--- config.mk ---
export PLATFORM = sky130hd
export DESIGN_NAME = transport_frame_checker_top
export DESIGN_NICKNAME = d
export VERILOG_FILES = /design/src/hw/rtl/tfc_pkg.sv /design/src/hw/rtl/tfc_tracker.sv /design/src/hw/rtl/transport_frame_checker_top.sv
export VERILOG_INCLUDE_DIRS = /design/src /design/src/hw/rtl
export SDC_FILE = /design/constraint.sdc
export NUM_CORES = 1
export LEC_CHECK = 0
export ABC_AREA = 1
export BUFFER_PORTS_ARGS = -buffer_cell sky130_fd_sc_hd__buf_2
export CAP_MARGIN = 20
export CORE_MARGIN = 3
export CORE_UTILIZATION = 40
export CTS_CLUSTER_SIZE = 40
export DETAILED_ROUTE_END_ITERATION = 10
export GPL_ROUTABILITY_DRIVEN = 0
export SKIP_CTS_REPAIR_TIMING = 1
export SLEW_MARGIN = 20
export SYNTH_ARGS = -nofsm -noshare
export SYNTH_HDL_FRONTEND = slang
export SYNTH_SLANG_ARGS = --single-unit
--- constraint.sdc ---
create_clock -name i_clk -period 12.3 [get_ports i_clk]
set_clock_uncertainty 0.15 [all_clocks]
set_input_delay 0.615 -clock i_clk [delete_from_list [all_inputs] [get_ports i_clk]]
set_output_delay 0.615 -clock i_clk [all_outputs]
set_load 0.01 [all_outputs]
--- src/hw/rtl/transport_frame_checker_top_defines.svh ---
// Assertion macros shared by the frame checker RTL
`ifndef TRANSPORT_FRAME_CHECKER_TOP_DEFINES_SVH
`define TRANSPORT_FRAME_CHECKER_TOP_DEFINES_SVH

// Same-cycle implication, held off while reset is asserted
`define TFC_ASSERT_IMPLY(label, clk, rst_n, ante, cons) \
    label: assert property (@(posedge clk) disable iff (!(rst_n)) (ante) |-> (cons)) \
        else $error("frame checker: same-cycle check failed");

// Next-cycle implication, held off while reset is asserted
`define TFC_ASSERT_NEXT(label, clk, rst_n, ante, cons) \
    label: assert property (@(posedge clk) disable iff (!(rst_n)) (ante) |=> (cons)) \
        else $error("frame checker: next-cycle check failed");

`endif

--- src/hw/rtl/tfc_pkg.sv ---
// Shared constants, result type and CRC-32 byte update for the frame checker
package tfc_pkg;

    localparam int unsigned CountWidth = 32;
    localparam logic [31:0] ErrorWord  = 32'hffff_fe6c;
    localparam logic [CountWidth-1:0] MinFrame    = CountWidth'(12);
    localparam logic [CountWidth-1:0] ErrorFrame  = CountWidth'(16);
    localparam logic [CountWidth-1:0] HeaderBytes = CountWidth'(4);
    localparam logic [CountWidth-1:0] SeqEnd      = CountWidth'(8);
    localparam logic [31:0] CrcPoly = 32'hedb8_8320;
    localparam logic [31:0] CrcInit = 32'hffff_ffff;

    typedef struct packed {
        logic        has_result;
        logic [7:0]  payload_byte;
        logic        payload_valid;
        logic        frame_end;
        logic        length_error;
        logic        crc_error;
        logic        remote_error;
        logic        short_frame;
        logic [31:0] sequence_number;
    } t_result;

    // Reflected CRC-32 update for one byte, bit at a time
    function automatic logic [31:0] crc_feed(input logic [31:0] crc_in, input logic [7:0] b);
        logic [31:0] c;
        c = crc_in ^ {24'h0, b};
        for (int k = 0; k < 8; k++) begin
            c = c[0] ? ((c >> 1) ^ CrcPoly) : (c >> 1);
        end
        return c;
    endfunction

endpackage

--- src/hw/rtl/tfc_tracker.sv ---
// Frame state tracker: byte counter, trailer window, CRC and header capture
module tfc_tracker (
    input  logic             i_clk,
    input  logic             i_rst_n,
    input  logic             i_advance,
    input  logic [7:0]       i_data_byte,
    input  logic             i_last_byte,
    output tfc_pkg::t_result o_result
);
    import tfc_pkg::*;

    logic [CountWidth-1:0] r_count, n_count;
    logic [31:0] r_window, n_window;
    logic [31:0] r_crc, n_crc;
    logic [31:0] r_hdr, n_hdr;
    logic [31:0] r_seq, n_seq;
    logic [31:0] r_first, n_first;
    logic        is_short;

    always_comb begin
        n_crc    = (r_count >= HeaderBytes) ? crc_feed(r_crc, r_window[7:0]) : r_crc;
        n_window = {i_data_byte, r_window[31:8]};
        n_hdr    = r_hdr;
        n_seq    = r_seq;
        n_first  = r_first;
        if (r_count < HeaderBytes) begin
            n_hdr[{r_count[1:0], 3'b000} +: 8] = i_data_byte;
        end else if (r_count < SeqEnd) begin
            n_seq[{r_count[1:0], 3'b000} +: 8] = i_data_byte;
        end else if (r_count < MinFrame) begin
            n_first[{r_count[1:0], 3'b000} +: 8] = i_data_byte;
        end
        n_count  = (&r_count) ? r_count : r_count + CountWidth'(1);
        is_short = n_count < MinFrame;

        o_result                 = '0;
        o_result.has_result      = (r_count >= MinFrame) || i_last_byte;
        if (r_count >= MinFrame) begin
            o_result.payload_byte  = r_window[7:0];
            o_result.payload_valid = 1'b1;
        end
        if (i_last_byte) begin
            o_result.frame_end       = 1'b1;
            o_result.length_error    = n_hdr != n_count;
            o_result.crc_error       = (n_crc ^ CrcInit) != n_window;
            o_result.remote_error    = !is_short && (n_count == ErrorFrame)
                                       && (n_first == ErrorWord);
            o_result.short_frame     = is_short;
            o_result.sequence_number = n_seq;
        end
    end

    always_ff @(posedge i_clk) begin
        if (!i_rst_n) begin
            r_count  <= '0;
            r_window <= '0;
            r_crc    <= CrcInit;
            r_hdr    <= '0;
            r_seq    <= '0;
            r_first  <= '0;
        end else if (i_advance) begin
            if (i_last_byte) begin
                // drop all frame state for the next frame
                r_count  <= '0;
                r_window <= '0;
                r_crc    <= CrcInit;
                r_hdr    <= '0;
                r_seq    <= '0;
                r_first  <= '0;
            end else begin
                r_count  <= n_count;
                r_window <= n_window;
                r_crc    <= n_crc;
                r_hdr    <= n_hdr;
                r_seq    <= n_seq;
                r_first  <= n_first;
            end
        end
    end

endmodule

--- src/hw/rtl/transport_frame_checker_top.sv ---
// Top level of the transport frame checker: input stage, tracker, result register
//
//  channel | direction | handshake                 | payload
//  --------+-----------+---------------------------+-------------------------------------
//  in      | to block  | i_in_valid / o_in_ready   | i_data_byte, i_last_byte
//  out     | from block| o_out_valid / i_out_ready | o_payload_byte ... o_sequence_number
//
// One byte per cycle while the output does not stall: a transfer lands in the input
// register; as the byte advances, the tracker's one-byte CRC update and header capture
// run and the result register loads. Bytes that produce no result (header bytes while
// the window fills) are consumed without touching the output.
// Reset (i_rst_n low, synchronous) empties both registers and clears the frame state.
// A stalled output holds the result register; the input register then holds too, and
// o_in_ready drops only when both are full.
`include "transport_frame_checker_top_defines.svh"

module transport_frame_checker_top (
    input  logic        i_clk,
    input  logic        i_rst_n,
    // input channel
    input  logic        i_in_valid,
    output logic        o_in_ready,
    input  logic [7:0]  i_data_byte,
    input  logic        i_last_byte,
    // result channel
    output logic        o_out_valid,
    input  logic        i_out_ready,
    output logic [7:0]  o_payload_byte,
    output logic        o_payload_valid,
    output logic        o_frame_end,
    output logic        o_length_error,
    output logic        o_crc_error,
    output logic        o_remote_error,
    output logic        o_short_frame,
    output logic [31:0] o_sequence_number
);
    import tfc_pkg::*;

    logic       r_in_valid;
    logic [7:0] r_in_data;
    logic       r_in_last;
    logic       r_out_valid;
    t_result    r_out;
    t_result    trk_result;
    logic       advance;

    // Advance the held byte whenever the result register is free or draining
    assign advance    = r_in_valid && (!r_out_valid || i_out_ready);
    assign o_in_ready = !r_in_valid || advance;

    tfc_tracker u_tracker (
        .i_clk       (i_clk),
        .i_rst_n     (i_rst_n),
        .i_advance   (advance),
        .i_data_byte (r_in_data),
        .i_last_byte (r_in_last),
        .o_result    (trk_result)
    );

    // Input register: control state under reset, payload free-running on transfer
    always_ff @(posedge i_clk) begin
        if (!i_rst_n) begin
            r_in_valid <= 1'b0;
        end else if (o_in_ready) begin
            r_in_valid <= i_in_valid;
        end
    end

    always_ff @(posedge i_clk) begin
        if (i_in_valid && o_in_ready) begin
            r_in_data <= i_data_byte;
            r_in_last <= i_last_byte;
        end
    end

    // Result register: load on advance when the byte produces a result,
    // otherwise empty on transfer
    always_ff @(posedge i_clk) begin
        if (!i_rst_n) begin
            r_out_valid <= 1'b0;
        end else if (advance) begin
            r_out_valid <= trk_result.has_result;
        end else if (i_out_ready) begin
            r_out_valid <= 1'b0;
        end
    end

    always_ff @(posedge i_clk) begin
        if (advance && trk_result.has_result) begin
            r_out <= trk_result;
        end
    end

    assign o_out_valid       = r_out_valid;
    assign o_payload_byte    = r_out.payload_byte;
    assign o_payload_valid   = r_out.payload_valid;
    assign o_frame_end       = r_out.frame_end;
    assign o_length_error    = r_out.length_error;
    assign o_crc_error       = r_out.crc_error;
    assign o_remote_error    = r_out.remote_error;
    assign o_short_frame     = r_out.short_frame;
    assign o_sequence_number = r_out.sequence_number;

    // A result that does not end a frame must carry a payload byte and no length or CRC error
    `TFC_ASSERT_IMPLY(a_mid_frame_payload, i_clk, i_rst_n, r_out_valid && !r_out.frame_end, r_out.payload_valid && !r_out.length_error && !r_out.crc_error)
    // A short frame never yields payload or a remote error
    `TFC_ASSERT_IMPLY(a_short_no_payload, i_clk, i_rst_n, r_out_valid && r_out.short_frame, !r_out.payload_valid && !r_out.remote_error)
    // Moving a last byte through always presents a frame-end result next cycle
    `TFC_ASSERT_NEXT(a_last_gives_end, i_clk, i_rst_n, advance && r_in_last, r_out_valid && r_out.frame_end)

endmodule

# Word level (Yosys, flattened, before mapping)

Index checks and enable logic that the tools add are counted.

Reduce and logical (&&, ||, !) cells: 13
Equality and inequality tests: 4
Shift-type cells: 2
Magnitude comparators: 6
Add/sub/neg operators: 2
Multiplexer cells: 29
Bitwise operators: 10

Operators by type and width:

| operator                                                                      | count |
|---|---|
| 32-bit two-way mux                                                            | 22 |
| 13-bit NOT with 14-bit output                                                 | 8 |
| 32-bit bitwise mux                                                            | 3 |
| 32-bit by 4-bit less-than comparator with 1-bit output, second input constant | 3 |
| 32-bit != test                                                                | 2 |
| 37-bit two-way mux                                                            | 1 |
| 32-bit by 1-bit adder with 32-bit output, second input constant               | 1 |
| 32-bit == test, second input constant                                         | 1 |
| 32-bit by 5-bit == test with 1-bit output, second input constant              | 1 |
| 32-bit by 3-bit >= comparator with 1-bit output, second input constant        | 1 |
| 32-bit by 4-bit >= comparator with 1-bit output, second input constant        | 1 |
| 32-bit by 3-bit less-than comparator with 1-bit output, second input constant | 1 |
| 32-bit NOT                                                                    | 1 |
| 32-bit AND reduction                                                          | 1 |
| 8-bit by 7-bit variable shift with 32-bit output, first input constant        | 1 |
| 8-bit by 7-bit indexed part select with 32-bit output                         | 1 |
| 32-bit by 8-bit bitwise XOR with 32-bit output                                | 1 |
| 5-bit negator with 7-bit output                                               | 1 |
| 1-bit logical AND                                                             | 5 |
| 1-bit logical NOT                                                             | 3 |
| 1-bit logical OR                                                              | 3 |
| 1-bit two-way mux                                                             | 3 |
| 2-bit nonzero test                                                            | 1 |

Output and inout bits: 48
Register bits: 249

# Logic depth before layout (Yosys ltp)

Gate-level depths: netlist (run 1).

Word-level depth: 21
Depth in mapped cells: 21
Mapped depth without buffers: 20

# Modules after synthesis

A second synthesis (run 1) with hierarchy kept.

Cell total of the unflattened synthesis: 2,384
Area total of the unflattened synthesis: 15,065.7 µm²

By module, submodules not included:

| module                      | sequential area each (µm²) | cells each | instances | area an instance (µm²) |
|---|---|---|---|---|
| tfc_tracker                 | 3,843.7                    | 2,312      | 1         | 13,306.5 |
| transport_frame_checker_top | 1,691.6                    | 72         | 1         | 1,759.2 |

# Least setup slack after synthesis (run 1)

No wires, ideal clock.

Path type: flip-flop to flip-flop
From: register u_tracker.r_count[2]
To: register r_out, in the netlist o_crc_error (enable)
Library setup time: 466 ps
Cell stages (with the launch flop): 11
Arrival time: 3,559 ps
Required time: 11,684 ps
Setup slack: 8,124 ps
Buffers on the path: 4
Path through: dfxtp_1 buf_2 nand2_2 inv_2 nor2_1 nand2_2 nor2_8 buf_8 buf_6 buf_2 a21oi_1

Cells in the longest elaborated chain, start to end: 3

Ends and longest elaborated chain:

| item                                            | line                              | text |
|---|---|---|
| start, declared                                 | tfc_tracker.sv:12                 | `logic [CountWidth-1:0] r_count, n_count;` |
| start signal, assigned                          | tfc_tracker.sv:71                 | `r_count <= n_count;` |
| 32-bit by 4-bit >= comparator with 1-bit output | tfc_tracker.sv:37                 | `o_result.has_result = (r_count >= MinFrame) \|\| i_last_byte;` |
| 1-bit logical OR                                | tfc_tracker.sv:37                 |  |
| 1-bit logical AND                               | transport_frame_checker_top.sv:89 | `if (advance && trk_result.has_result) begin` |
| end signal, assigned                            | transport_frame_checker_top.sv:90 | `r_out <= trk_result;` |
| end, declared                                   | transport_frame_checker_top.sv:43 | `t_result r_out;` |

Every way passes these cells.
A chain may end at the register's enable or synchronous reset.

# Worst setup path after layout (run 1)

From: register u_tracker.r_count[0]
To: register r_out, in the netlist o_remote_error (data pin)

Cells in the longest elaborated chain, start to end: 8
Elaborated cells on any way between the ends: 19
Classes of those cells: 2 x add/sub; 4 x order compare; 2 x eq/ne; 2 x shift; 5 x mux; 4 x reduce/logical

Ends and longest elaborated chain:

| item                                                                             | line              | text |
|---|---|---|
| branches (longest 7 deep; another with 32-bit by 1-bit adder with 32-bit output) | -                 |  |
| 1-bit logical AND *                                                              | tfc_tracker.sv:47 | `&& (n_first == ErrorWord);` |

Every way passes the cells marked *.

==> impl_metrics.csv, run 1 <==
group,metric,value,unit
clock_network,htree_levels,1,
worst_setup_path,path_class,"reg2reg",
floorplanning,ioPinCount,61,
sta,slew_headroom,24.4,%
floorplanning,dieArea,40300,sq um
clock_network,clk_latency,0.57,ns
global_route,grt_max_degree,105,
worst_setup_path,crit-reg2reg-launch,"u_tracker.r_count[0]",
yosys,yosysSeqAreaShare,36.5,%
sta,period_needed,4.24,ns
floorplanning,initial_core_util,41.0,%
yosys,syn-num-nets,2420,
worst_setup_path,crit_path_end_kind,"flip-flop",
yosys,synth_top_cells_by_count,"nand2_1, inv_1, dfxtp_1",
yosys,synth_edf_count,55,
yosys,ys_types,41,
routing,avgViaCountPerCell,5.22,
global_route,grtUsageMet1,34.0,%
floorplanning,die_y,201,microns
yosys,synth_most_common_cell,"nand2_1",
global_route,use_met2,34.5,%
worst_setup_path,cpMaxStageDelayCell,"nor2_1",
worst_setup_path,cp.arrival,4.52,ns
sta,rsz0062_at_grt,"false",
global_route,met3_usage,3.76,%
global_route,grt_pass1_vias,13700,
yosys,yosys.area.top_type,"dfxtp_1",
worst_setup_path,cpMostUsedCell,"nor2_1",
routing,ant_nets,0,
yosys,async_flop_share,0,%
sta,setup_slack,8.06,ns
sta,worst_pin_slew,1.13,ns
global_route,grt_pass1_wl,75800,microns
worst_setup_path,path_cells,"inv_1, ha_1, nor2_1, inv_1, nor3_1, nand4_1, nand2_1, nand2_1, nor2_1, nand2_1, nor2_1, nand4_1, nor2_1",
sta,timing.setup.tns,0,ns
worst_setup_path,crit_start,"u_tracker.r_count[0]",
yosys,netlist_top_cells_area,"dfxtp_1, nand2_1, edfxtp_1, a21oi_1, nand3_1",
yosys,synthesis.area,15200,sq um
place,portBuffers,60,
clock_network,path_clk_slew,0.06,ns
run_status,status,"finished clean",
worst_setup_path,crit_required,12.58,ns
clock_network,cts.sinks,249,
sta,period_share,34.5,%
yosys,synth_top_cell_area_share,25.6,%
worst_setup_path,crit_path_end,"o_remote_error",
global_route,gr-total-overflow,0,
sta,final_hold_viol_count,0,
global_route,antenna_found_initial,1,
finish,layout-drive-gt1-share,8.24,%
worst_setup_path,cpPeakStageDelay,0.75,ns
routing,firstDrtPassIters,8,
routing,drtIter0Drc,1537,
clock_network,clockBufferDepth,3,
worst_setup_path,regToRegSetupSlack,8.06,ns
routing,wirelength,47800,microns
place,dp_hpwl,32500,microns
routing,drcViolationCount,0,
clock_network,cts_tree,"yes",
global_route,grt_busiest_layer,"met2",
clock_network,root_buffer,"clkbuf_16",
yosys,synth_cells,2401,
finish,syn_to_final_growth,10.1,%
worst_setup_path,cp-start-kind,"flip-flop",
routing,avgRoutedWirePerCell,16.4,microns
floorplanning,chipWidth,201,microns
finish,antennaDiodeCount,0,
yosys,syn-mean-instance-area,6.31,sq um
floorplanning,core,37000,sq um
floorplanning,rows,70,
worst_setup_path,crit_fanout,17,
global_route,track_usage,23.0,%
sta,setup_viol,0,
sta,maxSlewViolCount,0,
finish,fin_util,45.1,%
yosys,synthFlopType,"dfxtp_1",
power_and_ir_drop,p_per_area,114,nW/um^2
sta,fmax,0.236,GHz
worst_setup_path,r2r-end,"o_remote_error",
power_and_ir_drop,leakagePower,6.96,nW
worst_hold_path,hold_class,"in2reg",
worst_setup_path,rr_worst_depth,13,
yosys,ys_warn_count,0,
place,pre_cts_ws,8.22,ns
flow_run,maxCapViolCount,0,
routing,vias,15200,
yosys,synth-seq-cells,249,
power_and_ir_drop,ir_drop,0.0000943,V
finish,nets,2411,
clock_network,cts_made_buffers,29,
## how the worst min path moves through the flow
stage	cells past startpoint	from	to
floorplan	2	u_tracker.r_seq[17]	u_tracker.r_seq[17]
global route	1	i_data_byte[5]	r_in_data[5]
finish	1	i_data_byte[1]	r_in_data[1]
CTS	1	i_data_byte[1]	r_in_data[1]
detailed placement	2	u_tracker.r_seq[30]	u_tracker.r_seq[30]
global placement	2	u_tracker.r_seq[12]	u_tracker.r_seq[12]
## worst max-delay path, delay by kind of cell, from the launching register on
| family | cells | cell delay [ns] |
|---|---|---|
| buffers and inverters | 2 | 0.50 |
| AND/OR/NAND/NOR | 10 | 2.21 |
| adder cells (fa/ha/maj) | 1 | 0.50 |
| flip-flops | 1 | 0.73 |
## per-layer routing
metal	up-vias	routed length, microns
li1	7591	-
met4	0	1210
met3	71	3940
met5	-	0
met1	7033	22600
met2	536	20100
## metrics by stage
stage / total power (W) / std cells / hold WS (ns) / instance area [sq um]
2_1_floorplan: 0.000934 / 2401 / 0.292 / 15200
3_3_place_gp: 0.000972 / 2865 / 0.301 / 15700
3_5_place_dp: 0.000973 / 2865 / 0.305 / 15700
4_1_cts: 0.00191 / 2919 / 0.0535 / 16700
5_1_grt: 0.00196 / 2919 / 0.0559 / 16700
6_report: 0.00189 / 2919 / 0.0723 / 16700
## final cells by class
cell class / instances / area (sq um)
multi-input combinational: 1819 / 8270
clock buffer: 34 / 764
inverter: 222 / 836
clock inverter: 20 / 263
fill: 3896 / 20300
sequential: 249 / 5540
tap: 504 / 631
timing repair buffer: 71 / 387
## cell families (layout without fill, tap and decap cells)
kind of cell               count (synthesis)  after routing  share of synthesized area [%]
AOI/OAI and AO/OA                        284            284                           9.75
DFF                                      249            249                           36.5
xor gates and xnor gates                  43             43                           2.48
buffers and inverters                    333            347                           9.11
adders and majority gates                  6              6                          0.495
and+or+nand+nor                         1486           1486                           41.6
## cells in the final DEF (no fill, tap or decap), drive strengths merged, types with 8 or more instances in the layout
cell type / n
xor2: 25
nand3b: 14
nor2: 168
clkinv: 11
dfxtp: 194
nand4: 31
a21oi: 164
o22ai: 12
nand3: 165
buf: 71
or2: 20
xnor2: 18
nor3: 24
o32ai: 8
edfxtp: 55
nand2: 1058
o21ai: 97
inv: 222
clkbuf: 34
## registers in the layout, indices dropped and copies added (netlist names), 8 cells and up
signal              cells
u_tracker.r_crc        32
u_tracker.r_window     32
u_tracker.r_seq        32
o_sequence_number      32
u_tracker.r_hdr        32
o_payload_byte          8
u_tracker.r_first      32
u_tracker.r_count      32
r_in_data               8
## power breakdown
part | internal, W | total, W | switching [W]
sequential | 0.000843 | 0.000854 | 0.0000110
combinational | 0.0000238 | 0.000103 | 0.0000788
clock | 0.000569 | 0.000937 | 0.000368
total | 0.00144 | 0.00189 | 0.000458
Power figures use the tool's default switching activity.
==> run 2, diff against run 1 <==
--- a/config.mk
+++ b/config.mk
@@ -6,7 +6,7 @@
 export SDC_FILE = /design/constraint.sdc
 export NUM_CORES = 1
 export LEC_CHECK = 0
-export ABC_AREA = 1
+export ABC_AREA = 0
 export BUFFER_PORTS_ARGS = -buffer_cell sky130_fd_sc_hd__buf_2
 export CAP_MARGIN = 20
 export CORE_MARGIN = 3
==> constraint.sdc (replaced) <==
create_clock -name i_clk -period 4 [get_ports i_clk]
set_clock_uncertainty 0.15 [all_clocks]
set_input_delay 0.2 -clock i_clk [delete_from_list [all_inputs] [get_ports i_clk]]
set_output_delay 0.2 -clock i_clk [all_outputs]
set_load 0.01 [all_outputs]
==> run 2 against run 1 <==
Compared with the run above:
- synthesized cell count shrank 38%
- count of clock-buffer cells in the layout up 2
- critical path depth down 4
- clock power rose to 2.8 times the previous value
- cell area is 8.0% lower
- hold slack improved by 0.11 ns
- sequential power rose to 3.1 times the previous value
- combinational power increased to 3.1 times the previous value
- total power grew to 2.9 times the previous value
==> impl_metrics.csv, run 2 <==
group,metric,value,unit
run_status,status,"finished clean",
worst_setup_path,regToRegSetupSlack,0.24,ns
worst_setup_path,rr_worst_depth,9,
floorplanning,rows,66,
floorplanning,dieArea,35400,sq um
sta,period_share,93.9,%
yosys,yosys.area.top_type,"dfxtp_1",
yosys,ys_warn_count,0,
routing,drcViolationCount,0,
routing,vias,11500,
flow_run,maxCapViolCount,0,
floorplanning,core,32600,sq um
power_and_ir_drop,p_int,0.00424,W
yosys,synthFlopType,"dfxtp_1",
global_route,gr-total-overflow,0,
yosys,netlist_top_cells_area,"dfxtp_1, edfxtp_1, nor2b_1, xnor2_1, a22oi_1",
finish,layout-drive-gt1-share,12.5,%
finish,stdcell_area,15400,sq um
routing,avgRoutedWirePerCell,20.2,microns
yosys,ys_types,66,
sta,timing.setup.tns,0,ns
routing,drtIter0Drc,1215,
yosys,synth-seq-cells,249,
finish,seq_area,5540,sq um
clock_network,cts_tree,"yes",
finish,final_cell_mix,"dfxtp_1, nor2b_1, nand2_1",
routing,avgViaCountPerCell,5.71,
place,portBuffers,60,
sta,worst_pin_slew,1.03,ns
worst_setup_path,crit_fanout,9,
floorplanning,chipWidth,188,microns
power_and_ir_drop,power_frac_seq,46.8,%
worst_setup_path,cp.arrival,3.92,ns
power_and_ir_drop,p_switching,0.00133,W
yosys,synth_cells,1481,
clock_network,cts_made_buffers,29,
power_and_ir_drop,leakagePower,5.41,nW
finish,nets,1567,
power_and_ir_drop,comb_power_share,5.7,%
finish,final_common_cell,"dfxtp_1",
global_route,track_usage,22.2,%
global_route,grt_pass1_wl,63200,microns
yosys,synth_top_cell_area_share,29.2,%
sta,slew_headroom,31.4,%
power_and_ir_drop,power.total,0.00558,W
clock_network,path_clk_slew,0.06,ns
power_and_ir_drop,p_per_area,363,nW/um^2
worst_setup_path,crit_path_end,"o_length_error",
worst_setup_path,path_class,"reg2reg",
worst_setup_path,crit_path_end_kind,"flip-flop",
worst_setup_path,crit_required,4.16,ns
routing,ant_nets,0,
sta,rsz0062_at_grt,"false",
worst_setup_path,r2r-end,"o_length_error",
power_and_ir_drop,ir_drop,0.000300,V
routing,wirelength,40700,microns
finish,multi_input_area,7280,sq um
yosys,synth_most_common_cell,"dfxtp_1",
sta,setup_viol,0,
power_and_ir_drop,clkPwrFrac,47.5,%
clock_network,cts.sinks,249,
clock_network,htree_levels,1,
floorplanning,ioPinCount,61,
sta,maxSlewViolCount,0,
worst_setup_path,crit_start,"u_tracker.r_count[4]",
sta,period_needed,3.76,ns
routing,firstDrtPassIters,6,
power_and_ir_drop,sw_frac_of_total,23.9,%
yosys,synth_top_cells_by_count,"dfxtp_1, nor2b_1, nand2_1",
worst_hold_path,hold_class,"in2reg",
yosys,async_flop_share,0,%
sta,fmax,0.266,GHz
floorplanning,die_y,188,microns
sta,final_hold_viol_count,0,
global_route,antenna_found_initial,0,
place,dp_hpwl,27700,microns
finish,syn_to_final_growth,15.6,%
yosys,syn-mean-instance-area,8.97,sq um
finish,antennaDiodeCount,0,
global_route,grt_pass1_vias,11100,
finish,fill_cells,3159,
yosys,synthesis.area,13300,sq um
clock_network,root_buffer,"clkbuf_16",
yosys,syn-num-nets,1500,
global_route,grt_max_degree,73,
clock_network,clockBufferDepth,3,
yosys,yosysSeqAreaShare,41.7,%
place,dpl_cell_area,14300,sq um
clock_network,clk_latency,0.57,ns
worst_setup_path,crit-reg2reg-launch,"u_tracker.r_count[4]",
floorplanning,initial_core_util,40.7,%
worst_setup_path,cp-start-kind,"flip-flop",
yosys,synth_edf_count,55,
==> run 2: metrics by stage <==
| stage | hold slack [ns] | std cells | utilization (%) | worst slack [ns] |
|---|---|---|---|---|
| 6_report | 0.184 | 2013 | 47.1 | 0.244 |
| 5_1_grt | 0.191 | 2013 | 47.1 | 0.0122 |
| 4_1_cts | -0.365 | 2000 | 46.7 | 0.292 |
| 3_5_place_dp | 0.228 | 1946 | 43.7 | 0.294 |
| 3_3_place_gp | 0.228 | 1946 | 43.7 | 0.293 |
| 2_1_floorplan | 0.149 | 1481 | - | 0.479 |
==> run 2: worst min path at each step <==
stage                              start           end  slack, ns  cells after the start
after global placement    i_data_byte[6]  r_in_data[6]       0.23                      1
after floorplan           i_data_byte[0]  r_in_data[0]       0.15                      0
after global routing      i_data_byte[1]  r_in_data[1]       0.19                      2
final                     i_data_byte[5]  r_in_data[5]       0.18                      2
after CTS                 i_data_byte[5]  r_in_data[5]      -0.37                      1
after detailed placement  i_data_byte[5]  r_in_data[5]       0.23                      1
==> run 2: worst max-delay path, stage by stage (launching register included) <==
cell       delay, ns
dfxtp_1         0.50
nand4_2         0.23
or4_1           0.72
a2111oi_4       0.47
xor2_2          0.24
xnor2_1         0.12
a2111oi_2       0.32
and4_1          0.23
nand4_1         0.08
o41a_1          0.43
==> run 2: power groups by stage <==
stage / Combinational [W] / Clock [W] / Sequential, W
final: 0.000317 / 0.00265 / 0.00261
after global routing: 0.000339 / 0.00281 / 0.00261
after CTS: 0.000305 / 0.00270 / 0.00261
after detailed placement: 0.000304 / 0 / 0.00266
after global placement: 0.000302 / 0 / 0.00266
after floorplan: 0.000185 / 0 / 0.00266
==> run 2: cell families (layout without fill, tap and decap cells) <==
| family | after synthesis | count (layout) | share of synthesized area, % |
|---|---|---|---|
| compound gates | 326 | 326 | 16.3 |
| xor+xnor | 155 | 155 | 11.3 |
| fa+ha+maj | 6 | 6 | 0.565 |
| buf+inv | 126 | 216 | 3.65 |
| flops | 249 | 249 | 41.7 |
| mux | 38 | 38 | 2.89 |
| simple gates | 581 | 581 | 23.6 |
==> run 2: final cells by class <==
cell class	count	share of cell area (%)
sequential	249	36.1
timing repair buffer	143	6.24
clock buffer	36	5.23
multi-input combinational	1106	47.4
clock inverter	18	0.986
tap	442	3.60
inverter	19	0.465
==> run 2: layer usage <==
layer / GRT usage, % / vias up / wire length [microns]
li1: - / 5457 / -
met1: 31.0 / 5557 / 18400
met2: 35.6 / 405 / 18500
met3: 3.61 / 76 / 2630
met4: 6.26 / 0 / 1120
met5: 0 / - / 0
==> run 3, diff against run 2 <==
--- a/config.mk
+++ b/config.mk
@@ -11,6 +11,7 @@
 export CAP_MARGIN = 20
 export CORE_MARGIN = 3
 export CORE_UTILIZATION = 40
+export CTS_CLUSTER_DIAMETER = 80
 export CTS_CLUSTER_SIZE = 40
 export DETAILED_ROUTE_END_ITERATION = 10
 export GPL_ROUTABILITY_DRIVEN = 0
==> constraint.sdc (replaced) <==
create_clock -name i_clk -period 4.15 [get_ports i_clk]
set_clock_uncertainty 0.15 [all_clocks]
set_input_delay 0.2075 -clock i_clk [delete_from_list [all_inputs] [get_ports i_clk]]
set_output_delay 0.2075 -clock i_clk [all_outputs]
set_load 0.01 [all_outputs]
==> run 3 against run 2 <==
Compared with the run above:
- total power decreased by 17%
- die area unchanged
- count of clock-buffer cells in the layout is 17 lower
- hold slack improved by 0.031 ns
- largest power group is now registers
- routed wire length decreased by 1.5%
- critical path type unchanged
==> impl_metrics.csv, run 3 (synthesis gave the netlist of run 2 again) <==
group,metric,value,unit
floorplanning,die_y,188,microns
finish,fin_util,45.3,%
routing,wirelength,40100,microns
clock_network,cts_tree,"yes",
sta,maxSlewViolCount,0,
sta,fmax,0.262,GHz
sta,final_hold_viol_count,0,
clock_network,root_buffer,"clkbuf_16",
worst_setup_path,cp-start-kind,"flip-flop",
global_route,grt_pass1_vias,10700,
power_and_ir_drop,p_per_area,312,nW/um^2
routing,drcViolationCount,0,
worst_setup_path,crit_required,4.27,ns
worst_setup_path,crit_fanout,9,
power_and_ir_drop,power.total,0.00461,W
finish,final_cells,1964,
finish,fill_cells,3194,
place,dp_cells,1924,
routing,ant_nets,0,
sta,period_needed,3.82,ns
floorplanning,initial_core_util,40.7,%
clock_network,clockBufferDepth,3,
sta,worst_pin_slew,1.05,ns
sta,slew_headroom,29.2,%
sta,timing.setup.tns,0,ns
global_route,gr-total-overflow,0,
clock_network,cts.sinks,249,
routing,firstDrtPassIters,5,
finish,syn_to_final_growth,11.3,%
finish,nets,1531,
floorplanning,chipWidth,188,microns
floorplanning,rows,66,
place,portBuffers,60,
global_route,track_usage,22.0,%
power_and_ir_drop,ir_drop,0.000208,V
worst_setup_path,path_class,"reg2reg",
finish,seq_area,5540,sq um
clock_network,cts_made_buffers,16,
routing,routed.top_layer,"met4",
clock_network,htree_levels,1,
global_route,grt_max_degree,113,
run_status,status,"finished clean",
sta,period_share,92.0,%
floorplanning,core,32600,sq um
finish,final_cell_mix,"dfxtp_1, nor2b_1, nand2_1",
finish,final_common_cell,"dfxtp_1",
routing,avgViaCountPerCell,5.74,
routing,wl_met1,18200,microns
global_route,antenna_found_initial,0,
worst_hold_path,hold_class,"in2reg",
flow_run,maxCapViolCount,0,
worst_setup_path,crit_path_end_kind,"flip-flop",
sta,setup_viol,0,
routing,avgRoutedWirePerCell,20.4,microns
sta,rsz0062_at_grt,"false",
clock_network,path_clk_slew,0.10,ns
routing,drtIter0Drc,972,
clock_network,clk_latency,0.52,ns
finish,multi_input_area,7280,sq um
power_and_ir_drop,leakagePower,5.09,nW
place,dp_hpwl,28000,microns
worst_setup_path,cp.arrival,3.94,ns
floorplanning,dieArea,35400,sq um
floorplanning,ioPinCount,61,
routing,wl_met3,2910,microns
global_route,grt_pass1_wl,62700,microns
routing,met2_length,18100,microns
finish,antennaDiodeCount,0,
finish,layout-drive-gt1-share,10.2,%
routing,vias,11300,
run 3: cell types whose count changed in the layout (fill, tap and decap cells not counted), sizes merged:
cell and delta:
dlygate4sd3 -1, buf -22, bufinv -2, clkbuf -17, clkinv -12, inv +5
run 3: layout make-up:
cell class / count / area share [%]
Multi-Input combinational cell: 1106 / 49.2
Sequential cell: 249 / 37.4
Timing Repair Buffer: 120 / 5.30
Tap cell: 442 / 3.74
Clock buffer: 19 / 2.99
Clock inverter: 9 / 0.837
Inverter: 19 / 0.482
run 3: worst paths after layout:
check	start	end	slack (ns)	depth (start not counted)
hold reg to reg	u_tracker.r_hdr[17]	u_tracker.r_hdr[17]	0.32	2
setup / recovery	u_tracker.r_count[4]	o_length_error	0.33	9
hold / removal	i_rst_n	u_tracker.r_count[27]	0.22	2
setup reg to reg	u_tracker.r_count[4]	o_length_error	0.33	9
run 3: worst max-delay path, stage by stage, from the launching register on:
cell and delay, ns:
dfxtp_1 0.52, nand4_2 0.24, or4_1 0.72, a2111oi_4 0.47
xor2_2 0.21, xnor2_1 0.12, a2111oi_2 0.37, and4_1 0.26
nand4_1 0.10, o41a_1 0.41
run 3: routing by layer:
layer | up-vias | global-route usage [%]
li1 | 5353 | -
met1 | 5503 | 31.3
met2 | 368 | 34.7
met3 | 56 | 4.15
met4 | 0 | 5.40
met5 | - | 0
run 3: power breakdown:
group | internal (W) | total (W) | switching [W] | leakage [nW]
sequential | 0.00249 | 0.00252 | 0.0000280 | 2.09
combinational | 0.0000938 | 0.000292 | 0.000198 | 2.72
clock | 0.000832 | 0.00180 | 0.000970 | 0.276
total | 0.00342 | 0.00461 | 0.00120 | 5.09
run 3: stage by stage:
step	setup slack, ns	area, sq um	hold slack [ns]
floorplan	0.629	13300	0.156
global route	0.149	14800	0.235
detailed placement	0.435	14100	0.236
finish	0.332	14800	0.215
global placement	0.537	14100	0.237
CTS	0.408	14700	-0.309
